### src/hw/rtl/proxy_secret_classifier_assert.svh
// ----------------------------------------------------------------------------
// Proxy secret classifier assertion macros
// Shared concurrent assertion forms, clocked on aclk, off while in reset.
// ----------------------------------------------------------------------------
`ifndef PROXY_SECRET_CLASSIFIER_ASSERT_SVH
`define PROXY_SECRET_CLASSIFIER_ASSERT_SVH

// The consequent must hold in the same cycle as the antecedent.
`define PSC_ASSERT_IMP(lbl, ante, cons) \
    lbl: assert property (@(posedge aclk) disable iff (!aresetn) (ante) |-> (cons)) \
        else $error("proxy_secret_classifier: assertion failed");

// The consequent must hold in the cycle after the antecedent.
`define PSC_ASSERT_NXT(lbl, ante, cons) \
    lbl: assert property (@(posedge aclk) disable iff (!aresetn) (ante) |=> (cons)) \
        else $error("proxy_secret_classifier: assertion failed");

`endif

### src/hw/rtl/psc_pkg.sv
// ----------------------------------------------------------------------------
// Proxy secret classifier package
// Limits, status codes, shared types and the classification functions.
// ----------------------------------------------------------------------------
package psc_pkg;

    localparam int DOMAIN_MAX  = 182;
    localparam int KEEP_LIMIT  = 17 + DOMAIN_MAX;
    localparam int CNT_BITS    = $clog2(KEEP_LIMIT + 1);
    localparam int CNT_W       = (CNT_BITS > 8) ? CNT_BITS : 8;
    localparam int LABEL_MAX   = 63;
    localparam int LABEL_W     = 7;
    localparam int HOST_START  = 17;
    localparam int PLAIN_LEN   = 16;
    localparam int PADDED_LEN  = 17;
    localparam int TLS_MIN_LEN = 18;

    localparam logic [7:0] PADDED_MARK = 8'hdd;
    localparam logic [7:0] TLS_MARK    = 8'hee;
    localparam logic [7:0] DOT_CHAR    = 8'h2e;
    localparam logic [7:0] HYPHEN_CHAR = 8'h2d;

    localparam int ADDR_W = 3;
    localparam logic [0:0] REG_TRUNCATE_LONG = 1'b0;

    typedef enum logic [2:0] {
        ST_PLAIN       = 3'd0,
        ST_PADDED      = 3'd1,
        ST_TLS         = 3'd2,
        ST_WRONG       = 3'd3,
        ST_TOO_LONG    = 3'd4,
        ST_UNSUPPORTED = 3'd5
    } status_t;

    typedef struct packed {
        logic en;
        logic clr;
    } host_ctrl_t;

    function automatic logic host_char_ok(input logic [7:0] b);
        return (b inside {[8'h30:8'h39], [8'h41:8'h5a], [8'h61:8'h7a], HYPHEN_CHAR});
    endfunction

    function automatic status_t classify(
        input logic             ovf,
        input logic             trunc,
        input logic [CNT_W-1:0] n,
        input logic [7:0]       first,
        input logic             host_ok
    );
        status_t st;
        if (ovf && !trunc) begin
            st = ST_TOO_LONG;
        end else if (n == CNT_W'(PLAIN_LEN)) begin
            st = ST_PLAIN;
        end else if (n == CNT_W'(PADDED_LEN) && first == PADDED_MARK) begin
            st = ST_PADDED;
        end else if (n >= CNT_W'(TLS_MIN_LEN) && first == TLS_MARK) begin
            st = host_ok ? ST_TLS : ST_WRONG;
        end else if (n < CNT_W'(PLAIN_LEN)) begin
            st = ST_WRONG;
        end else begin
            st = ST_UNSUPPORTED;
        end
        return st;
    endfunction

endpackage

### src/hw/rtl/proxy_secret_classifier.sv
// ----------------------------------------------------------------------------
// Proxy secret classifier
// Classifies a decoded proxy secret streamed one byte per request.
// ----------------------------------------------------------------------------
// The slave stream takes one secret byte per request, with tlast on the final
// byte. Each byte updates the length counter and hostname checks in the cycle
// it is accepted, so a new byte can be taken every cycle unless stalled. The
// request with tlast produces one result on the master stream in the next
// cycle, carrying the status code and the kept length; other bytes give none.
// The result sits in an output register; the slave side keeps accepting
// while that register is free or being emptied in the same cycle, and stalls
// only while a result waits and the receiver holds tready low.
// Bytes beyond 17 plus the domain limit are not examined: the secret is then
// reported too long, or truncated when the truncate_long register is set.
// The APB port holds truncate_long at address 0; write it only while idle.
// Reset clears the counters, the hostname state, the register and any
// pending result; after each final byte the scan state returns to reset.
// ----------------------------------------------------------------------------
module proxy_secret_classifier (
    input  logic                        aclk,
    input  logic                        aresetn,
    input  logic                        s_tvalid,
    output logic                        s_tready,
    input  logic [7:0]                  s_tdata,   // [7:0] secret_byte
    input  logic                        s_tlast,   // last_byte
    output logic                        m_tvalid,
    input  logic                        m_tready,
    output logic [15:0]                 m_tdata,   // [2:0] status, [10:3] kept_length
    input  logic                        psel,
    input  logic                        penable,
    input  logic                        pwrite,
    input  logic [psc_pkg::ADDR_W-1:0]  paddr,
    input  logic [31:0]                 pwdata,
    output logic [31:0]                 prdata,
    output logic                        pready
);

    logic                        truncate_long;
    logic                        acc;
    logic                        in_keep;
    logic                        host_ok;
    psc_pkg::host_ctrl_t         host_ctrl;
    logic [psc_pkg::CNT_W-1:0]   cnt_reg, cnt_next;
    logic [7:0]                  first_reg, first_next;
    logic                        ovf_reg, ovf_next;
    logic                        out_valid_reg;
    psc_pkg::status_t            status_reg, status_next;
    logic [7:0]                  kept_reg;

    psc_cfg u_cfg (
        .aclk          (aclk),
        .aresetn       (aresetn),
        .psel          (psel),
        .penable       (penable),
        .pwrite        (pwrite),
        .paddr         (paddr),
        .pwdata        (pwdata),
        .prdata        (prdata),
        .pready        (pready),
        .truncate_long (truncate_long)
    );

    assign s_tready = !out_valid_reg || m_tready;
    assign acc      = s_tvalid && s_tready;
    assign in_keep  = cnt_reg < psc_pkg::CNT_W'(psc_pkg::KEEP_LIMIT);

    assign host_ctrl.en  = acc && in_keep && (cnt_reg >= psc_pkg::CNT_W'(psc_pkg::HOST_START));
    assign host_ctrl.clr = acc && s_tlast;

    psc_host u_host (
        .aclk      (aclk),
        .aresetn   (aresetn),
        .ctrl      (host_ctrl),
        .host_byte (s_tdata),
        .host_ok   (host_ok)
    );

    assign cnt_next    = in_keep ? cnt_reg + 1'b1 : cnt_reg;
    assign first_next  = (cnt_reg == '0) ? s_tdata : first_reg;
    assign ovf_next    = ovf_reg || !in_keep;
    assign status_next = psc_pkg::classify(ovf_next, truncate_long, cnt_next,
                                           first_next, host_ok);

    always_ff @(posedge aclk) begin
        if (!aresetn) begin
            cnt_reg   <= '0;
            first_reg <= '0;
            ovf_reg   <= 1'b0;
        end else if (acc) begin
            if (s_tlast) begin
                cnt_reg   <= '0;
                first_reg <= '0;
                ovf_reg   <= 1'b0;
            end else begin
                cnt_reg   <= cnt_next;
                first_reg <= first_next;
                ovf_reg   <= ovf_next;
            end
        end
    end

    always_ff @(posedge aclk) begin
        if (!aresetn) begin
            out_valid_reg <= 1'b0;
        end else if (acc && s_tlast) begin
            out_valid_reg <= 1'b1;
        end else if (m_tready) begin
            out_valid_reg <= 1'b0;
        end
    end

    always_ff @(posedge aclk) begin
        if (acc && s_tlast) begin
            status_reg <= status_next;
            kept_reg   <= cnt_next[7:0];
        end
    end

    assign m_tvalid = out_valid_reg;
    assign m_tdata  = {5'd0, kept_reg, status_reg};

`include "proxy_secret_classifier_assert.svh"

    `PSC_ASSERT_NXT(a_result_follows_last, acc && s_tlast, out_valid_reg)
    `PSC_ASSERT_NXT(a_count_clears_after_last, acc && s_tlast, cnt_reg == '0 && !ovf_reg)
    `PSC_ASSERT_IMP(a_count_in_range, 1'b1, cnt_reg <= psc_pkg::CNT_W'(psc_pkg::KEEP_LIMIT))
    `PSC_ASSERT_IMP(a_overflow_at_limit, ovf_reg, cnt_reg == psc_pkg::CNT_W'(psc_pkg::KEEP_LIMIT))

endmodule

### src/hw/rtl/psc_host.sv
// ----------------------------------------------------------------------------
// Proxy secret classifier hostname checker
// Tracks label length and hyphen rules over the hostname bytes of a secret.
// ----------------------------------------------------------------------------
module psc_host (
    input  logic                aclk,
    input  logic                aresetn,
    input  psc_pkg::host_ctrl_t ctrl,
    input  logic [7:0]          host_byte,
    output logic                host_ok
);

    logic [psc_pkg::LABEL_W-1:0] len_reg, len_next;
    logic                        start_reg, start_next;
    logic                        hyph_reg, hyph_next;
    logic                        bad_reg, bad_next;
    logic                        char_ok;

    assign char_ok = psc_pkg::host_char_ok(host_byte);

    always_comb begin
        len_next   = len_reg;
        start_next = start_reg;
        hyph_next  = hyph_reg;
        bad_next   = bad_reg;
        if (ctrl.en && !bad_reg) begin
            if (host_byte == psc_pkg::DOT_CHAR) begin
                if (len_reg == '0 || hyph_reg) begin
                    bad_next = 1'b1;
                end
                len_next   = '0;
                start_next = 1'b1;
                hyph_next  = 1'b0;
            end else if (!char_ok || (start_reg && host_byte == psc_pkg::HYPHEN_CHAR)) begin
                bad_next = 1'b1;
            end else begin
                start_next = 1'b0;
                hyph_next  = (host_byte == psc_pkg::HYPHEN_CHAR);
                len_next   = len_reg + 1'b1;
                if (len_reg >= psc_pkg::LABEL_W'(psc_pkg::LABEL_MAX)) begin
                    bad_next = 1'b1;
                end
            end
        end
    end

    assign host_ok = !bad_next && len_next != '0 && !hyph_next;

    always_ff @(posedge aclk) begin
        if (!aresetn || ctrl.clr) begin
            len_reg   <= '0;
            start_reg <= 1'b1;
            hyph_reg  <= 1'b0;
            bad_reg   <= 1'b0;
        end else begin
            len_reg   <= len_next;
            start_reg <= start_next;
            hyph_reg  <= hyph_next;
            bad_reg   <= bad_next;
        end
    end

endmodule

### src/hw/rtl/psc_cfg.sv
// ----------------------------------------------------------------------------
// Proxy secret classifier configuration registers
// APB-style register file holding the truncation mode.
// ----------------------------------------------------------------------------
module psc_cfg (
    input  logic                        aclk,
    input  logic                        aresetn,
    input  logic                        psel,
    input  logic                        penable,
    input  logic                        pwrite,
    input  logic [psc_pkg::ADDR_W-1:0]  paddr,
    input  logic [31:0]                 pwdata,
    output logic [31:0]                 prdata,
    output logic                        pready,
    output logic                        truncate_long
);

    logic trunc_reg;
    logic sel_trunc;

    assign pready        = 1'b1;
    assign sel_trunc     = (paddr[psc_pkg::ADDR_W-1:2] == psc_pkg::REG_TRUNCATE_LONG);
    assign truncate_long = trunc_reg;
    assign prdata        = sel_trunc ? {31'd0, trunc_reg} : 32'd0;

    always_ff @(posedge aclk) begin
        if (!aresetn) begin
            trunc_reg <= 1'b0;
        end else if (psel && penable && pwrite && pready && sel_trunc) begin
            trunc_reg <= pwdata[0];
        end
    end

endmodule
### config.mk
export PLATFORM = sky130hd
export DESIGN_NAME = proxy_secret_classifier
export DESIGN_NICKNAME = d
export VERILOG_FILES = /design/src/hw/rtl/psc_pkg.sv /design/src/hw/rtl/proxy_secret_classifier.sv /design/src/hw/rtl/psc_host.sv /design/src/hw/rtl/psc_cfg.sv
export VERILOG_INCLUDE_DIRS = /design/src /design/src/hw/rtl
export SDC_FILE = /design/constraint.sdc
export NUM_CORES = 1
export LEC_CHECK = 0
export BUFFER_PORTS_ARGS = -buffer_cell sky130_fd_sc_hd__buf_2
export CAP_MARGIN = 20
export CORE_MARGIN = 8
export CORE_UTILIZATION = 50
export CTS_CLUSTER_SIZE = 16
export DETAILED_ROUTE_END_ITERATION = 6
export PLACE_DENSITY = 0.83
export SLEW_MARGIN = 30
export SYNTH_ARGS = -nofsm -noshare
export SYNTH_HDL_FRONTEND = slang
export SYNTH_HIERARCHICAL = 1
export SYNTH_SLANG_ARGS = --single-unit
### constraint.sdc
create_clock -name aclk -period 3.8 [get_ports aclk]
set_input_delay 0.57 -clock aclk [delete_from_list [all_inputs] [get_ports aclk]]
set_output_delay 0.57 -clock aclk [all_outputs]
set_load 0.03 [all_outputs]
# After elaboration in Yosys (flattened, before gate mapping)
# Index checks and enable logic that the tools add are counted.
# totals
register_bits	40
output_inout_bits	51
word_cells	98
input_bits	51
# op_classes
muxes	26
bitwise	1
n_reduce_logical	38
eq_ne	7
add_sub_neg	2
order_cmp	11
# op_table
operator	count
$mux W8	4
$mux W7	3
$logic_and A1 B1 Y1	17
$eq A8 B5 Y1 const B	2
$eq A8 B6 Y1 const B	2
$eq A8 B8 Y1 const B	2
$ge A8 B5 Y1 const B	2
$ge A8 B7 Y1 const B	2
$le A8 B7 Y1 const B	2
$mux W1	15
$mux W3	4
$add A8 B1 Y8 const B	1
$ge A8 B6 Y1 const B	1
$le A8 B6 Y1 const B	1
$logic_not A1 Y1	8
$logic_not A8 Y1	1
$lt A8 B5 Y1 const B	1
$lt A8 B8 Y1 const B	1
$add A7 B1 Y7 const B	1
$ge A7 B6 Y1 const B	1
$logic_not A7 Y1	1
$reduce_bool A7 Y1	1
$logic_or A1 B1 Y1	5
$reduce_bool A4 Y1	1
other kinds (6)	6

# Longest topological paths before layout
# Gate-level depths: netlist of the first run.
# logic_depth
ltp_word	15
depth_mapped	13
depth_no_buf	13

# Cells and area by module
# Netlist of the first run, hierarchy kept.
# by_module_without_submodules
module	n_inst	cells_each	seq_area_each_um2	area_each_um2
proxy_secret_classifier	1	168	690.7	1624.1
psc_host	1	106	200.2	820.8
psc_cfg	1	40	20.0	315.3

# Worst setup path after synthesis of the first run
# Ideal clock, no wire load.
# synth_path
path_type	reg-to-reg
startpoint	register cnt_reg[0] in the netlist's numbering
endpoint	register status_reg[0], data pin
arrival_time_ps	2921
setup_slack_ps	712
setup_ps	167
stages_incl_launch_ff	13
cell_sequence	dfxtp_1 -> ha_1 -> a2111oi_4 -> nor2_1 -> a211oi_1 -> nor2b_1 -> nand2b_1 -> buf_2 -> or2_1 -> o31ai_1 -> a311oi_1 -> nor2b_1 -> a211oi_1
# synth_rtl
item	line_no	source
start, declared	proxy_secret_classifier.sv:43	logic [psc_pkg::CNT_W-1:0] cnt_reg, cnt_next;
start signal, assigned	proxy_secret_classifier.sv:95	cnt_reg <= cnt_next;
end signal, assigned	proxy_secret_classifier.sv:114	status_reg <= status_next;
end, declared	proxy_secret_classifier.sv:47	psc_pkg::status_t status_reg, status_next;

==> results of run 1 <==
==> power groups by stage <==
stage / clock network [mW] / registers, mW / logic, mW
floorplan: 0 / 0.469 / 0.127
global placement: 0 / 0.461 / 0.141
detailed placement: 0 / 0.461 / 0.143
CTS: 0.359 / 0.451 / 0.144
global route: 0.374 / 0.452 / 0.158
finish: 0.349 / 0.451 / 0.145
==> Yosys cell counts, types with 7 or more instances <==
| library cell | count |
|---|---|
| sky130_fd_sc_hd__buf_4 | 38 |
| sky130_fd_sc_hd__dfxtp_1 | 29 |
| sky130_fd_sc_hd__nor2_1 | 23 |
| sky130_fd_sc_hd__nor2b_1 | 18 |
| sky130_fd_sc_hd__a22oi_1 | 14 |
| sky130_fd_sc_hd__inv_1 | 13 |
| sky130_fd_sc_hd__nand2_1 | 13 |
| sky130_fd_sc_hd__edfxtp_1 | 11 |
| sky130_fd_sc_hd__xnor2_1 | 10 |
| sky130_fd_sc_hd__clkbuf_1 | 8 |
| sky130_fd_sc_hd__a21oi_1 | 7 |
| sky130_fd_sc_hd__nor3_1 | 7 |
| sky130_fd_sc_hd__o21ai_0 | 7 |
==> critical path, stage by stage, from the launching register on <==
cell	delay, ns
sky130_fd_sc_hd__dfxtp_1	0.41
sky130_fd_sc_hd__ha_1	0.32
sky130_fd_sc_hd__a2111oi_4	0.38
sky130_fd_sc_hd__nor2_1	0.16
sky130_fd_sc_hd__a211oi_1	0.35
sky130_fd_sc_hd__nor2b_1	0.34
sky130_fd_sc_hd__nand2b_1	0.12
sky130_fd_sc_hd__or2_1	0.29
sky130_fd_sc_hd__o31ai_1	0.31
sky130_fd_sc_hd__a311oi_1	0.14
sky130_fd_sc_hd__nor2b_1	0.15
sky130_fd_sc_hd__a211oi_1	0.24
==> path summary, 6_finish.rpt <==
path | cells after the start | from | endpoint | slack [ns]
worst max-delay path | 11 | cnt_reg[0] | status_reg[0] | 0.44
worst min-delay path | 2 | u_cfg/truncate_long | u_cfg/truncate_long | 0.49
worst max register to register | 11 | cnt_reg[0] | status_reg[0] | 0.44
worst min register to register | 2 | u_cfg/truncate_long | u_cfg/truncate_long | 0.49
==> layout make-up <==
class / count / share of cell area (%)
clock buffer: 5 / 2.353
clock inverter: 3 / 1.455
inverter: 13 / 1.669
multi-input combinational: 243 / 53.96
sequential: 40 / 31.15
tap: 72 / 3.081
timing repair buffer: 35 / 6.333
==> per-stage QoR <==
step | instance area, um2 | util (%)
finish | 2924 | 54.10
global route | 2924 | 54.10
CTS | 2924 | 54.10
floorplan | 2888 | -
detailed placement | 2813 | 52.04
global placement | 2813 | 52.04
==> routing by layer <==
layer | track usage, % | wire length, um | up-vias
met3 | 3.907 | 395 | 6
met4 | 5.548 | 76 | 0
met1 | 16.82 | 2590 | 1097
met2 | 24.36 | 2852 | 86
li1 | - | - | 1116
met5 | 0 | 0 | -
==> kinds of logic (layout without fill, tap and decap cells) <==
family	count (synthesis)	count (layout)
and+or+nand+nor	112	112
AOI/OAI and AO/OA	73	73
DFF	40	40
adders and majority gates	6	6
buffers and inverters	65	56
muxes	4	4
xor gates and xnor gates	11	11
other	3	37
==> layout by cell type (no fill, tap or decap), types with 5 or more instances in the layout <==
master	count
sky130_fd_sc_hd__nor4_1	5
sky130_fd_sc_hd__a31oi_1	6
sky130_fd_sc_hd__nand4_1	6
sky130_fd_sc_hd__edfxtp_1	11
sky130_fd_sc_hd__dfxtp_1	29
sky130_fd_sc_hd__ha_1	6
sky130_fd_sc_hd__buf_2	31
sky130_fd_sc_hd__nand2b_1	6
sky130_fd_sc_hd__a21oi_1	7
sky130_fd_sc_hd__nor2b_1	18
sky130_fd_sc_hd__nor3_1	7
sky130_fd_sc_hd__nor2_1	23
sky130_fd_sc_hd__inv_1	13
sky130_fd_sc_hd__a211oi_1	5
sky130_fd_sc_hd__clkbuf_8	5
sky130_fd_sc_hd__conb_1	37
sky130_fd_sc_hd__xnor2_1	10
sky130_fd_sc_hd__o21ai_0	7
sky130_fd_sc_hd__a22oi_1	14
sky130_fd_sc_hd__nand3_1	5
sky130_fd_sc_hd__nand2_1	13
==> PnR_summary.wiki, run 1 <==
{| class="wikitable"
! Metric !! Value
|-
| Outcome || finished, final reports clean
|-
| Multiplexer share of the synthesized area || 1.677%
|-
| Post-CTS sizing || 0
|-
| Number of cells produced by synthesis || 314
|-
| Biggest area contributors in the synthesized netlist || sky130_fd_sc_hd__dfxtp_1 (21%), sky130_fd_sc_hd__edfxtp_1 (12%), sky130_fd_sc_hd__buf_4 (10%)
|-
| Worst-case clock skew || 0.006130 ns
|-
| Yosys top cell area share || 21.03%
|-
| Post-synthesis xor/xnor area fraction || 3.490%
|-
| Count of input and output buffers || 31
|-
| Setup bufs post-CTS || 0
|-
| Antenna violations before repair || 0
|-
| Clock tree from TritonCTS || built
|-
| Final-stage net count || 395
|-
| Via count of the first global-routing pass || 2269
|-
| Synth Cell Area || 2760 um2
|-
| Register area || 910.9 um2
|-
| Floorplan die area || 8154 um2
|-
| Hold violation total from the final report || 0
|-
| Setup repair after global routing missed its margin || no
|-
| Cell area power density || 323.4 nW/um2
|-
| Fillers || 514
|-
| Final worst setup slack || 0.4359 ns
|-
| CTS Sinks || 40
|-
| Compound-Gate Fraction of Synth Area || 19.72%
|-
| Vertical die dimension || 90.30 um
|-
| Fraction of power spent switching nets || 28.48%
|-
| Post-synth EDFFs || 11
|-
| Clock-pin slew on the worst setup and hold paths || 0.08 ns
|-
| Sequential area share after synthesis || 33.00%
|-
| Fmax || 0.2973 GHz
|-
| Worst-margin pin slew || 0.5469 ns
|-
| Clock latency on the worst-skew pair || 0.29 ns
|-
| Hold buffer count at CTS || 0
|-
| Global-route wire length before repair || 10180 um
|-
| Setup Crit Path Kind || flop to flop
|-
| Critical path data required time || 3.92 ns
|-
| Synthesized area divided by synthesized cell count || 8.790 um2
|-
| Number of non-filler instances in the completed layout || 411
|-
| Max-cap check violation count || 0
|-
| Nature of the critical path endpoint || flop
|-
| Pin count of the biggest net entering global routing || 23
|-
| Diode insertion count for antenna repair || 0
|-
| Count of placed standard cells including taps || 403
|-
| Combined global-route utilization of all metal layers || 14.38%
|-
| Standby leakage power || 1.148 nW
|-
| Clock Root Buffer || sky130_fd_sc_hd__clkbuf_8
|-
| Remaining design rule violation count || 0
|-
| Internal portion of total power || 676.3 uW
|-
| Boundary Pins || 102
|-
| Share of synthesized flip-flops with an asynchronous set or reset || 0%
|-
| Via/cell ratio || 5.608
|-
| Final weighted congestion of routability-driven global placement || 0.8611
|-
| Clock group share of total power || 36.9%
|-
| Total area of multi-input combinational cells || 1578 um2
|-
| Final period utilization || 88.53%
|-
| Wire length reported by the detailed router || 5914 um
|-
| Net switching component of the power || 269.3 uW
|-
| Adder-cell share of the synthesized area || 2.720%
|-
| Max Transition Viols Final || 0
|-
| Post-route minimum period || 3.364 ns
|-
| Synth warnings || 6
|-
| Pwr Total || 945.6 uW
|-
| Maximum fanout encountered on the critical timing path || 10
|-
| Largest family of logic cells by synthesized area || simple AND/OR/NAND/NOR gates
|-
| Number of core rows || 27
|-
| Share of power burned in combinational logic || 15.4%
|-
| Final ANT Viol Nets || 0
|-
| Finish-stage setup viols || 0
|-
| Total grt overflow || 0
|-
| Sequential group share of total power || 47.7%
|-
| Bufs on Longest Clock Path || 2
|-
| Std-Cell Core Area || 5405 um2
|-
| Cell variety after synth || 68
|-
| HP Class || flop to flop
|-
| Number of buffers created by CTS || 5
|-
| Initial Utilization || 51.06%
|-
| CP Launch Type || flop
|-
| Post-synthesis sequential element count || 40
|-
| Share of layout cells above drive strength 1 || 15.34%
|-
| Worst slack after detailed placement || 0.4690 ns
|-
| Dpl hpwl || 4311 um
|-
| Area growth from synthesis to layout || 5.938%
|-
| Max-Slew Margin vs Limit || 63.16%
|-
| H-Tree Depth || 2
|-
| Total Negative Setup Slacks || 0 ns
|-
| Hold slack final || 0.4879 ns
|-
| Yosys top cell by area || sky130_fd_sc_hd__dfxtp_1
|-
| Die X || 90.30 um
|-
| Ys flop type || sky130_fd_sc_hd__dfxtp_1
|-
| Worst IR Drop VDD || 170.4 uV
|-
| Per-cell routed wire length || 14.39 um
|-
| Pre-antenna DRT Iters || 4
|-
| Arr. time, crit path || 3.49 ns
|-
| Post-synthesis share of cell area spent on and, or, nand and nor gates || 24.52%
|-
| Total number of vias || 2305
|-
| Number of design-rule violations left by the first detailed-router iteration || 165
|}
Note: power is estimated with default switching activity, not from simulation.
==> inputs of run 2 (changes only) <==
--- a/config.mk
+++ b/config.mk
@@ -8,7 +8,7 @@
 export LEC_CHECK = 0
 export BUFFER_PORTS_ARGS = -buffer_cell sky130_fd_sc_hd__buf_2
 export CAP_MARGIN = 20
-export CORE_MARGIN = 8
+export CORE_MARGIN = 4
 export CORE_UTILIZATION = 50
 export CTS_CLUSTER_SIZE = 16
 export DETAILED_ROUTE_END_ITERATION = 6
==> PnR_summary.wiki, run 2 (synthesis gave the netlist of run 1 again) <==
{| class="wikitable"
! Metric !! Value
|-
| Outcome || finished, final reports clean
|-
| Post-route minimum period || 3.408 ns
|-
| Critical path data required time || 3.92 ns
|-
| Placed inst area || 2818 um2
|-
| Clock tree from TritonCTS || built
|-
| Share of layout cells above drive strength 1 || 15.29%
|-
| Clock Root Buffer || sky130_fd_sc_hd__clkbuf_8
|-
| Pwr Total || 878.6 uW
|-
| Cell area power density || 302.8 nW/um2
|-
| Worst-case clock skew || 0.01052 ns
|-
| Number of core rows || 26
|-
| Most used cells in the layout excluding fill and tap cells || sky130_fd_sc_hd__conb_1 (37), sky130_fd_sc_hd__buf_2 (31), sky130_fd_sc_hd__dfxtp_1 (29), sky130_fd_sc_hd__nor2_1 (23), sky130_fd_sc_hd__nor2b_1 (18)
|-
| Remaining design rule violation count || 0
|-
| Combined global-route utilization of all metal layers || 18.31%
|-
| Post-CTS sizing || 0
|-
| Total number of vias || 2331
|-
| Setup bufs post-CTS || 0
|-
| Final period utilization || 89.68%
|-
| Pre-antenna DRT Iters || 5
|-
| Post-Route Utilization || 55.40%
|-
| Total Negative Setup Slacks || 0 ns
|-
| Number of design-rule violations left by the first detailed-router iteration || 193
|-
| Clock-pin slew on the worst setup and hold paths || 0.08 ns
|-
| Pin count of the biggest net entering global routing || 23
|-
| Finish-stage setup viols || 0
|-
| Number of non-filler instances in the completed layout || 410
|-
| Max Transition Viols Final || 0
|-
| Clock latency on the worst-skew pair || 0.30 ns
|-
| Max-cap check violation count || 0
|-
| Vertical die dimension || 82.30 um
|-
| HP Class || flop to flop
|-
| Antenna violations before repair || 0
|-
| Total grt overflow || 0
|-
| CTS Sinks || 40
|-
| Boundary Pins || 102
|-
| Floorplan die area || 6773 um2
|-
| Worst slack after detailed placement || 0.4297 ns
|-
| Final-stage net count || 396
|-
| Maximum fanout encountered on the critical timing path || 8
|-
| Per-cell routed wire length || 14.39 um
|-
| Std-Cell Core Area || 5238 um2
|-
| Hold buffer count at CTS || 0
|-
| Area growth from synthesis to layout || 5.122%
|-
| Setup repair after global routing missed its margin || no
|-
| Final ANT Viol Nets || 0
|-
| Most common cell after layout, fill and taps aside || sky130_fd_sc_hd__conb_1
|-
| H-Tree Depth || 2
|-
| Final worst setup slack || 0.3922 ns
|-
| Dpl hpwl || 4277 um
|-
| Wire length reported by the detailed router || 5900 um
|-
| Worst IR Drop VDD || 157.7 uV
|-
| Final standard cell area without fillers || 2902 um2
|-
| Global-route wire length before repair || 9646 um
|-
| Nature of the critical path endpoint || flop
|-
| Max-Slew Margin vs Limit || 60.47%
|-
| Count of input and output buffers || 31
|-
| Die X || 82.30 um
|-
| Setup Crit Path Kind || flop to flop
|-
| Worst reg-to-reg path cell count || 11
|-
| CP Launch Type || flop
|-
| Final weighted congestion of routability-driven global placement || 0.9106
|-
| Bufs on Longest Clock Path || 2
|-
| Diode insertion count for antenna repair || 0
|-
| Internal reg-to-reg setup slack || 0.39 ns
|-
| Launch point of the critical path || cnt_reg[1]
|-
| Standby leakage power || 1.144 nW
|-
| Number of buffers created by CTS || 5
|-
| Arr. time, crit path || 3.52 ns
|-
| Count of placed standard cells including taps || 402
|-
| Worst-margin pin slew || 0.5890 ns
|-
| Hold slack final || 0.4886 ns
|-
| Fmax || 0.2934 GHz
|-
| Initial Utilization || 52.70%
|-
| Via count of the first global-routing pass || 2024
|-
| Hold violation total from the final report || 0
|-
| R2R Path Start || cnt_reg[1]
|-
| End of the critical path || status_reg[0]
|-
| Capturing point of the worst reg2reg path || status_reg[0]
|-
| Via/cell ratio || 5.685
|}
==> run 2: changes by cell type in the layout (fill, tap and decap cells not counted), sizes merged <==
cell and delta:
buf +1, bufinv -1, clkbuf +1, clkinvlp -1, inv +1
==> run 2: where the power goes <==
part	switching, mW	internal [mW]
clock	0.150	0.129
combinational	0.112	0.0369
sequential	0.00432	0.446
==> run 2: how the worst min path moves through the flow <==
stage / startpoint / to / depth (start not counted)
3_3_place_gp: u_cfg/truncate_long / u_cfg/truncate_long / 2
3_5_place_dp: ovf_reg / ovf_reg / 2
4_1_cts: ovf_reg / ovf_reg / 2
5_1_grt: u_host/start_reg / u_host/start_reg / 1
6_report: ovf_reg / ovf_reg / 2
2_1_floorplan: u_host/start_reg / u_host/start_reg / 1
==> run 2: cell type report <==
class | count | area (um2)
clock inverters | 2 | 11.26
clock buffers | 6 | 72.57
flip-flops and latches | 40 | 910.9
repair buffers | 36 | 192.7
well taps | 70 | 87.58
multi-input cells | 243 | 1578
fillers | 485 | 2336
inverters | 13 | 48.80
==> run 2: layer usage <==
| metal | up-vias | track usage [%] | part of all wire [%] |
|---|---|---|---|
| li1 | 1124 | - | - |
| met4 | 0 | 5.980 | 0.90 |
| met2 | 130 | 28.53 | 46 |
| met1 | 1070 | 25.03 | 44 |
| met5 | - | 0 | 0 |
| met3 | 7 | 4.013 | 9.1 |
==> run 2: worst max-delay path: stages (launching register included) <==
cell                        delay, ns
sky130_fd_sc_hd__dfxtp_1         0.40
sky130_fd_sc_hd__ha_1            0.31
sky130_fd_sc_hd__a2111oi_4       0.40
sky130_fd_sc_hd__nor2_1          0.15
sky130_fd_sc_hd__a211oi_1        0.43
sky130_fd_sc_hd__nor2b_1         0.33
sky130_fd_sc_hd__nand2b_1        0.11
sky130_fd_sc_hd__or2_1           0.28
sky130_fd_sc_hd__o31ai_1         0.29
sky130_fd_sc_hd__a311oi_1        0.13
sky130_fd_sc_hd__nor2b_1         0.15
sky130_fd_sc_hd__a211oi_1        0.25
==> inputs of run 3 (changes only) <==
--- a/config.mk
+++ b/config.mk
@@ -8,7 +8,6 @@
 export LEC_CHECK = 0
 export BUFFER_PORTS_ARGS = -buffer_cell sky130_fd_sc_hd__buf_2
 export CAP_MARGIN = 20
-export CORE_MARGIN = 4
 export CORE_UTILIZATION = 50
 export CTS_CLUSTER_SIZE = 16
 export DETAILED_ROUTE_END_ITERATION = 6
==> constraint.sdc (replaced) <==
create_clock -name aclk -period 3.8 [get_ports aclk]
set_input_delay 0.76 -clock aclk [delete_from_list [all_inputs] [get_ports aclk]]
set_output_delay 0.76 -clock aclk [all_outputs]
set_load 0.03 [all_outputs]
==> PnR_summary.wiki, run 3 (synthesis gave the netlist of run 1 again) <==
{| class="wikitable"
! Metric !! Value
|-
| Outcome || finished, final reports clean
|-
| Worst IR Drop VDD || 229.9 uV
|-
| Arr. time, crit path || 3.41 ns
|-
| Pre-antenna DRT Iters || 5
|-
| Final ANT Viol Nets || 0
|-
| Clock-pin slew on the worst setup and hold paths || 0.08 ns
|-
| Boundary Pins || 102
|-
| Die X || 76.30 um
|-
| Maximum fanout encountered on the critical timing path || 10
|-
| Number of design-rule violations left by the first detailed-router iteration || 138
|-
| Setup Crit Path Kind || flop to flop
|-
| Vertical die dimension || 76.30 um
|-
| Count of input and output buffers || 31
|-
| Number of core rows || 26
|-
| Via count of the first global-routing pass || 1841
|-
| Via/cell ratio || 5.504
|-
| Critical path data required time || 3.93 ns
|-
| Most used cells in the layout excluding fill and tap cells || sky130_fd_sc_hd__conb_1 (37), sky130_fd_sc_hd__buf_2 (31), sky130_fd_sc_hd__dfxtp_1 (29), sky130_fd_sc_hd__nor2_1 (23), sky130_fd_sc_hd__nor2b_1 (18)
|-
| CTS Sinks || 40
|-
| Slowest stage delay, CP || 0.42 ns
|-
| Setup repair after global routing missed its margin || no
|-
| Placed inst area || 2810 um2
|-
| Std-Cell Core Area || 5205 um2
|-
| HP Class || flop to flop
|-
| H-Tree Depth || 2
|-
| CP Launch Type || flop
|-
| Total number of vias || 2251
|-
| Setup bufs post-CTS || 0
|-
| Clock tree from TritonCTS || built
|-
| Cell at the slowest stage of the critical path || sky130_fd_sc_hd__dfxtp_1
|-
| CP cell instances || ha_1, a2111oi_4, nor2_1, a211oi_1, nor2b_1, nand2b_1, or2_1, o31ai_1, a311oi_1, nor2b_1, a211oi_1
|-
| Global-route wire length before repair || 8666 um
|-
| Diode insertion count for antenna repair || 0
|-
| Combined global-route utilization of all metal layers || 18.28%
|-
| Per-cell routed wire length || 13.12 um
|-
| Post-CTS sizing || 0
|-
| Final standard cell area without fillers || 2895 um2
|-
| Initial Utilization || 53.03%
|-
| Worst-case clock skew || 0.005944 ns
|-
| Antenna violations before repair || 0
|-
| Number of buffers created by CTS || 5
|-
| Bufs on Longest Clock Path || 2
|-
| Final weighted congestion of routability-driven global placement || 0.8794
|-
| Pin count of the biggest net entering global routing || 23
|-
| Finish-stage setup viols || 0
|-
| Clock Root Buffer || sky130_fd_sc_hd__clkbuf_8
|-
| Area growth from synthesis to layout || 4.896%
|-
| Max Transition Viols Final || 0
|-
| Dpl hpwl || 3960 um
|-
| Worst-margin pin slew || 0.5303 ns
|-
| Fmax || 0.3044 GHz
|-
| Remaining design rule violation count || 0
|-
| Clock latency on the worst-skew pair || 0.29 ns
|-
| Post-route minimum period || 3.285 ns
|-
| Hold violation total from the final report || 0
|-
| Most common cell after layout, fill and taps aside || sky130_fd_sc_hd__conb_1
|-
| Post-Route Utilization || 55.63%
|-
| Max-cap check violation count || 0
|-
| Total grt overflow || 0
|-
| Share of layout cells above drive strength 1 || 15.04%
|-
| Floorplan die area || 5822 um2
|-
| Final-stage net count || 395
|-
| Standby leakage power || 1.135 nW
|-
| Nature of the critical path endpoint || flop
|-
| Final period utilization || 86.46%
|-
| Total Negative Setup Slacks || 0 ns
|-
| Hold buffer count at CTS || 0
|-
| Cell area power density || 300.7 nW/um2
|-
| Max-Slew Margin vs Limit || 64.41%
|-
| Wire length reported by the detailed router || 5366 um
|}
run 3: critical path, delay by kind of cell (launching register included):
| kind | cells | cell delay, ns |
|---|---|---|
| AOI/OAI and AO/OA | 5 | 1.40 |
| adders and majority gates | 1 | 0.33 |
| DFF | 1 | 0.42 |
| and+or+nand+nor | 5 | 0.98 |
run 3: final cells by class:
type,instances,area [um2]
fillers,485,2310
multi-input cells,243,1578
flip-flops and latches,40,910.9
repair buffers,35,185.2
well taps,70,87.58
clock buffers,6,72.57
inverters,13,48.80
clock inverters,2,12.51
run 3: per-stage QoR:
stage	worst slack [ns]	hold WS (ns)	total power [mW]	std cells
after CTS	0.4769	0.4844	0.8769	409
after detailed placement	0.5156	0.4697	0.6041	401
after global routing	0.1995	0.5012	0.9095	409
final	0.5147	0.4861	0.8707	409
after global placement	0.5205	0.4587	0.6016	401
after floorplan	0.5796	0.4426	0.5967	348
run 3: path summary, 6_finish.rpt:
check | to | slack (ns) | from | depth (start not counted)
setup / recovery | status_reg[0] | 0.51 | cnt_reg[0] | 11
hold / removal | u_host/start_reg | 0.49 | u_host/start_reg | 1
setup reg to reg | status_reg[0] | 0.51 | cnt_reg[0] | 11
hold reg to reg | u_host/start_reg | 0.49 | u_host/start_reg | 1
run 3: power by group:
| group | switching, mW | internal (mW) | total [mW] |
|---|---|---|---|
| clock | 0.147 | 0.128 | 0.275 |
| combinational | 0.108 | 0.0361 | 0.144 |
| sequential | 0.00536 | 0.446 | 0.451 |
run 3: per-layer routing:
metal / global-route usage, % / vias up / part of all wire [%]
li1: - / 1118 / -
met1: 23.79 / 1035 / 46
met2: 30.54 / 94 / 47
met3: 3.353 / 4 / 6.4
met4: 5.769 / 0 / 0.99
met5: 0 / - / 0
